--- src/cbps_pkg.sv ---
// shared types and constants of the cubic b-spline path sampler
package cbps_pkg;

   localparam int FRAC_BITS  = 16;
   localparam int DATA_W     = 32;
   localparam int SEG_W      = 6;
   localparam int LANES      = 3;
   localparam int TAPS       = 4;
   localparam int TAP_W      = 2;
   localparam int MPROD_W    = DATA_W + SEG_W;
   localparam int DVD_W      = MPROD_W + FRAC_BITS;
   localparam int DIV_STEPS  = DVD_W;
   localparam int U_W        = FRAC_BITS + 1;
   localparam int WGT_W      = FRAC_BITS + 4;
   localparam int PROD_W     = DATA_W + WGT_W;
   localparam int ACC_W      = PROD_W + 3;
   localparam int NORM_BITS  = 4;
   localparam int NQ_W       = 40;
   localparam int NORM_STEPS = NQ_W / NORM_BITS;
   localparam int CNT_W      = 6;
   localparam int CSR_IDX_W  = 1;

   localparam logic [CSR_IDX_W-1:0] CSR_TOTAL_TIME    = 1'd0;
   localparam logic [CSR_IDX_W-1:0] CSR_SEGMENT_COUNT = 1'd1;

   localparam logic FUNC_WRITE  = 1'b0;
   localparam logic FUNC_SAMPLE = 1'b1;

   localparam logic [DATA_W-1:0] TOTAL_TIME_RST = 32'h0001_0000;
   localparam logic [SEG_W-1:0]  SEG_COUNT_RST  = 6'd1;
   localparam logic [U_W-1:0]    ONE_U          = {1'b1, {FRAC_BITS{1'b0}}};
   localparam logic [3:0]        SIX            = 4'd6;

   typedef enum logic [4:0] {
      OP_NONE,
      OP_WRITE,
      OP_LOAD,
      OP_DIV_STEP,
      OP_SEG,
      OP_SQ,
      OP_CUBE,
      OP_WGT,
      OP_RD,
      OP_MUL,
      OP_ACC,
      OP_NORM_INIT,
      OP_NORM_STEP,
      OP_POSE,
      OP_VEL_LO,
      OP_VEL_HI,
      OP_OUT,
      OP_RATE_INIT,
      OP_RATE_SET
   } dp_op_type;

   typedef enum logic [4:0] {
      ST_IDLE,
      ST_DIV,
      ST_SEG,
      ST_SQ,
      ST_CUBE,
      ST_WGT,
      ST_RD,
      ST_MUL,
      ST_ACC,
      ST_NORM_INIT,
      ST_NORM,
      ST_POSE,
      ST_VEL_LO,
      ST_VEL_HI,
      ST_OUT,
      ST_RATE_INIT,
      ST_RATE,
      ST_RATE_SET
   } state_type;

   typedef struct packed {
      dp_op_type        op;
      logic [TAP_W-1:0] tap;
   } dp_cmd_type;

   typedef struct packed {
      logic first;
      logic out_free;
   } dp_status_type;

endpackage

--- src/cbps_ctrl.sv ---
// sequencing state machine of the path sampler
module cbps_ctrl (
   input  logic                   clock,
   input  logic                   reset,
   input  logic                   req_valid,
   input  logic                   req_func,
   input  cbps_pkg::dp_status_type status,
   output cbps_pkg::dp_cmd_type   cmd,
   output logic                   req_stall
);

   cbps_pkg::state_type state_ff, state_in;
   logic [cbps_pkg::CNT_W-1:0] cnt_ff, cnt_in;
   logic [cbps_pkg::TAP_W-1:0] tap_ff, tap_in;

   always_ff @(posedge clock) begin
      if (reset) begin
         state_ff <= cbps_pkg::ST_IDLE;
         cnt_ff   <= '0;
         tap_ff   <= '0;
      end else begin
         state_ff <= state_in;
         cnt_ff   <= cnt_in;
         tap_ff   <= tap_in;
      end
   end

   // next state
   always_comb begin
      state_in = state_ff;
      unique case (state_ff)
         cbps_pkg::ST_IDLE: begin
            if (req_valid && req_func == cbps_pkg::FUNC_SAMPLE) state_in = cbps_pkg::ST_DIV;
         end
         cbps_pkg::ST_DIV: begin
            if (cnt_ff == cbps_pkg::CNT_W'(cbps_pkg::DIV_STEPS - 1))
               state_in = cbps_pkg::ST_SEG;
         end
         cbps_pkg::ST_SEG:  state_in = cbps_pkg::ST_SQ;
         cbps_pkg::ST_SQ:   state_in = cbps_pkg::ST_CUBE;
         cbps_pkg::ST_CUBE: state_in = cbps_pkg::ST_WGT;
         cbps_pkg::ST_WGT:  state_in = cbps_pkg::ST_RD;
         cbps_pkg::ST_RD:   state_in = cbps_pkg::ST_MUL;
         cbps_pkg::ST_MUL:  state_in = cbps_pkg::ST_ACC;
         cbps_pkg::ST_ACC: begin
            if (tap_ff == cbps_pkg::TAP_W'(cbps_pkg::TAPS - 1))
               state_in = cbps_pkg::ST_NORM_INIT;
            else
               state_in = cbps_pkg::ST_RD;
         end
         cbps_pkg::ST_NORM_INIT: state_in = cbps_pkg::ST_NORM;
         cbps_pkg::ST_NORM: begin
            if (cnt_ff == cbps_pkg::CNT_W'(cbps_pkg::NORM_STEPS - 1))
               state_in = cbps_pkg::ST_POSE;
         end
         cbps_pkg::ST_POSE:   state_in = cbps_pkg::ST_VEL_LO;
         cbps_pkg::ST_VEL_LO: state_in = cbps_pkg::ST_VEL_HI;
         cbps_pkg::ST_VEL_HI: state_in = cbps_pkg::ST_OUT;
         cbps_pkg::ST_OUT: begin
            if (status.out_free)
               state_in = status.first ? cbps_pkg::ST_RATE_INIT : cbps_pkg::ST_IDLE;
         end
         cbps_pkg::ST_RATE_INIT: state_in = cbps_pkg::ST_RATE;
         cbps_pkg::ST_RATE: begin
            if (cnt_ff == cbps_pkg::CNT_W'(cbps_pkg::DIV_STEPS - 1))
               state_in = cbps_pkg::ST_RATE_SET;
         end
         cbps_pkg::ST_RATE_SET: state_in = cbps_pkg::ST_IDLE;
         default: state_in = cbps_pkg::ST_IDLE;
      endcase
   end

   always_comb begin
      cnt_in = (state_in != state_ff) ? '0 : cnt_ff + 1'b1;
      tap_in = tap_ff;
      if (state_ff == cbps_pkg::ST_WGT) tap_in = '0;
      else if (state_ff == cbps_pkg::ST_ACC) tap_in = tap_ff + 1'b1;
   end

   // outputs
   always_comb begin
      cmd.op    = cbps_pkg::OP_NONE;
      cmd.tap   = tap_ff;
      req_stall = (state_ff != cbps_pkg::ST_IDLE);
      unique case (state_ff)
         cbps_pkg::ST_IDLE: begin
            if (req_valid)
               cmd.op = (req_func == cbps_pkg::FUNC_SAMPLE) ? cbps_pkg::OP_LOAD
                                                            : cbps_pkg::OP_WRITE;
         end
         cbps_pkg::ST_DIV,
         cbps_pkg::ST_RATE:      cmd.op = cbps_pkg::OP_DIV_STEP;
         cbps_pkg::ST_SEG:       cmd.op = cbps_pkg::OP_SEG;
         cbps_pkg::ST_SQ:        cmd.op = cbps_pkg::OP_SQ;
         cbps_pkg::ST_CUBE:      cmd.op = cbps_pkg::OP_CUBE;
         cbps_pkg::ST_WGT:       cmd.op = cbps_pkg::OP_WGT;
         cbps_pkg::ST_RD:        cmd.op = cbps_pkg::OP_RD;
         cbps_pkg::ST_MUL:       cmd.op = cbps_pkg::OP_MUL;
         cbps_pkg::ST_ACC:       cmd.op = cbps_pkg::OP_ACC;
         cbps_pkg::ST_NORM_INIT: cmd.op = cbps_pkg::OP_NORM_INIT;
         cbps_pkg::ST_NORM:      cmd.op = cbps_pkg::OP_NORM_STEP;
         cbps_pkg::ST_POSE:      cmd.op = cbps_pkg::OP_POSE;
         cbps_pkg::ST_VEL_LO:    cmd.op = cbps_pkg::OP_VEL_LO;
         cbps_pkg::ST_VEL_HI:    cmd.op = cbps_pkg::OP_VEL_HI;
         cbps_pkg::ST_OUT: begin
            if (status.out_free) cmd.op = cbps_pkg::OP_OUT;
         end
         cbps_pkg::ST_RATE_INIT: cmd.op = cbps_pkg::OP_RATE_INIT;
         cbps_pkg::ST_RATE_SET:  cmd.op = cbps_pkg::OP_RATE_SET;
         default:                cmd.op = cbps_pkg::OP_NONE;
      endcase
   end

endmodule

--- config.mk ---
export PLATFORM = sky130hd
export DESIGN_NAME = cbps_ctrl
export DESIGN_NICKNAME = d
export VERILOG_FILES = /design/src/cbps_pkg.sv /design/src/cbps_ctrl.sv
export SDC_FILE = /design/constraint.sdc
export NUM_CORES = 1
export LEC_CHECK = 0
export BUFFER_PORTS_ARGS = -buffer_cell sky130_fd_sc_hd__buf_2
export CORE_UTILIZATION = 40
export CTS_BUF_LIST = sky130_fd_sc_hd__clkbuf_2 sky130_fd_sc_hd__clkbuf_4 sky130_fd_sc_hd__clkbuf_8
export DETAILED_ROUTE_END_ITERATION = 8
export GPL_ROUTABILITY_DRIVEN = 0
export PLACE_DENSITY = 0.62
export SLEW_MARGIN = 20
export SYNTH_ARGS = -nofsm -noshare
export SYNTH_HDL_FRONTEND = slang
export SYNTH_SLANG_ARGS = --single-unit
--- constraint.sdc ---
create_clock -name clock -period 2.5 [get_ports clock]
set_input_delay 0.125 -clock clock [delete_from_list [all_inputs] [get_ports clock]]
set_output_delay 0.125 -clock clock [all_outputs]
set_load 0.02 [all_outputs]
==> impl_metrics.toml <==
[power]
leakagePower_uw = 0.0004055
power.density_mw_per_mm2 = 406.8
ir_drop_mv = 0.2937

[hold_path]
hold_class = "in -> reg"

[synthesis]
yosys.area_share.simple = 0.3159
synth.area.mux_share = 0.01075
yosysSeqAreaShare = 0.2796
synth-xor-area-share = 0.06586
synth-main-ff-cell = "dfxtp_1"
ys_warn_count = 0
syn-num-nets = 132
synthArstFlopShare = 0
synth_compound_area_frac = 0.2177
synth-seq-cells = 13
synth_top_family_by_area = "simple AND/OR/NAND/NOR gates"
ys_types = 44
syn_area_um2 = 930.9
synth-adder-area-share = 0.04032
synth_edf_count = 0
syn-instance-count = 123
avgSynthCellArea_um2 = 7.568

[setup_path]
cp_cell_sequence = "or4b_4 -> nor3_2 -> a211oi_2 -> a21boi_2 -> nor3_1"
worstPathArrival_ps = 2170
cp-end-kind = "flop"
max_stage_delay_ps = 690
crit_required_ps = 2650
critPathMaxFanout = 19
critPathBufInv = 0
setup.worst_path.start_class = "flop"
critPathSlowestCell = "dfxtp_1"
worstSetupPathType = "reg -> reg"
cpLargestDelayFamily = "simple AND/OR/NAND/NOR gates"

[timing]
post-route-period-util = 0.8081
post-route-min-period_ps = 2020
relSlewSlack = 0.6095
rsz0062_at_grt = "false"
setup_viol = 0
hold_viol = 0
finalHoldWorstSlack_ps = 83.67
maxSlewViolCount = 0
max_freq_ghz = 0.4950
layout_setup_ws_ps = 479.7
clock_skew_ps = 7.084
setup_tns_ps = 0
worst_pin_slew_ps = 584.9

[cts]
hold_buffers = 0
postCtsSetupBuffers = 0
clk_path_buf_depth = 2
cts-root-buf = "clkbuf_4"
clock-sinks = 13
path_clk_slew_ps = 80
cts_buffers = 3
cts_tree = "done"
htreeDepth = 1
cts_resized = 0
clk_latency_ps = 280

[route]
ant_nets = 0
drt_wl_total_um = 2080
via_per_inst = 5.466
drtPass1Iterations = 4
num_vias = 880
drt_iter0_markers = 20
wl_per_cell_um = 12.92
drc = 0

[placed_design]
pre_cts_ws_ps = 502.7
dpl_cell_area_um2 = 999.7
detailed_place_hpwl_um = 1534
portBuffers = 13

[floorplanning]
pin_count = 14
dieArea_mm2 = 0.002524
die_y_um = 50.24
rows = 17
initial_core_util = 0.4208
dieWidth_um = 50.24
coreArea_mm2 = 0.002212

[global_route]
grt_pass1_vias = 790
grt_max_degree = 20
groute.usage.overall = 0.1844
grt_overflow = 0
antenna_found_initial = 0
grt_pass1_wl_um = 3519

[layout]
insertedDiodeCount = 0
layout-drive-gt1-share = 0.1880
area_delta_synth_final_pct = 10.62
design_area_mm2 = 0.001030
final_nets = 143

[status]
status = "finished, final reports clean"

[job]
drv_cap = 0
[stage by stage]
step / total power [uW] / cells / util
3_5_place_dp: 279.6 / 157 / 0.4519
6_report: 418.9 / 161 / 0.4655
3_3_place_gp: 278.1 / 157 / 0.4519
2_1_floorplan: 262.1 / 123 / -
4_1_cts: 426.5 / 161 / 0.4655
5_1_grt: 444.1 / 161 / 0.4655
[flip-flops by register name (all words and copies together) (netlist names)]
| signal | count |
|---|---|
| cnt_ff | 6 |
| state_ff | 5 |
| tap_ff | 2 |
[where the power goes]
group / total (uW) / switching [uW] / internal, uW
Combinational: 52.3 / 29.9 / 22.4
Clock: 145 / 71.8 / 72.8
Sequential: 222 / 9.62 / 212
Total: 419 / 111 / 308
[cell type report]
| class | instances | area, um2 |
|---|---|---|
| Fill cell | 237 | 1182 |
| Multi-Input combinational cell | 96 | 605.6 |
| Sequential cell | 13 | 260.3 |
| Timing Repair Buffer | 15 | 80.08 |
| Tap cell | 28 | 35.03 |
| Clock buffer | 4 | 30.03 |
| Inverter | 5 | 18.77 |
[final timing paths]
kind | cells past startpoint | slack [ps] | end | startpoint
hold / removal | 2 | 80 | state_ff[2] | reset
hold reg to reg | 1 | 510 | cnt_ff[0] | cnt_ff[0]
setup / recovery | 5 | 480 | cnt_ff[2] | state_ff[4]
setup reg to reg | 5 | 480 | cnt_ff[2] | state_ff[4]
[logic make-up (layout without fill, tap and decap cells)]
| group | after synthesis | count (layout) |
|---|---|---|
| AND/OR/NAND/NOR | 54 | 54 |
| AO/OA/AOI/OAI | 31 | 31 |
| buffers and inverters | 14 | 24 |
| flip-flops | 13 | 13 |
| XOR/XNOR | 7 | 7 |
| adder cells (fa/ha/maj) | 3 | 3 |
| multiplexers | 1 | 1 |
[cell usage in the layout (no fill, tap or decap), types with 4 or more instances in the layout]
cell type | synthesis | routed
o21ai_0 | 7 | 7
dfxtp_1 | 13 | 13
clkbuf_4 | 0 | 4
a21oi_1 | 8 | 8
buf_2 | 1 | 13
nor2_1 | 11 | 11
inv_1 | 5 | 5
nand2b_1 | 4 | 4
xor2_1 | 4 | 4
nor3_1 | 9 | 9
nand2_1 | 6 | 6
nand3_1 | 8 | 8
[routing by layer]
| metal | wire (um) | GRT usage | vias to the layer above | part of all wire |
|---|---|---|---|---|
| met5 | 0 | 0 | - | 0 |
| met4 | 38 | 0.08571 | 0 | 0.018 |
| met3 | 60 | 0.02727 | 6 | 0.029 |
| met2 | 1009 | 0.3111 | 19 | 0.49 |
| met1 | 972 | 0.2274 | 395 | 0.47 |
| li1 | - | - | 460 | - |
[worst reg2reg max path: stages (launching register included)]
cell      delay (ps)
dfxtp_1          690
or4b_4           540
nor3_2           190
a211oi_2          80
a21boi_2         290
nor3_1           100
[cells in the mapped netlist (2+ instances only)]
cell type | instances | share of area
dfxtp_1 | 13 | 0.28
nor2_1 | 11 | 0.044
nor3_1 | 9 | 0.048
a21oi_1 | 8 | 0.043
nand3_1 | 8 | 0.043
o21ai_0 | 7 | 0.038
clkbuf_1 | 6 | 0.024
nand2_1 | 6 | 0.024
inv_1 | 5 | 0.020
nand2b_1 | 4 | 0.027
xor2_1 | 4 | 0.038
a31oi_1 | 3 | 0.020
ha_1 | 3 | 0.040
xnor2_1 | 3 | 0.028
nand4_1 | 2 | 0.013
o31ai_1 | 2 | 0.016
or2_2 | 2 | 0.013
Note: power is estimated with default switching activity, not from simulation.
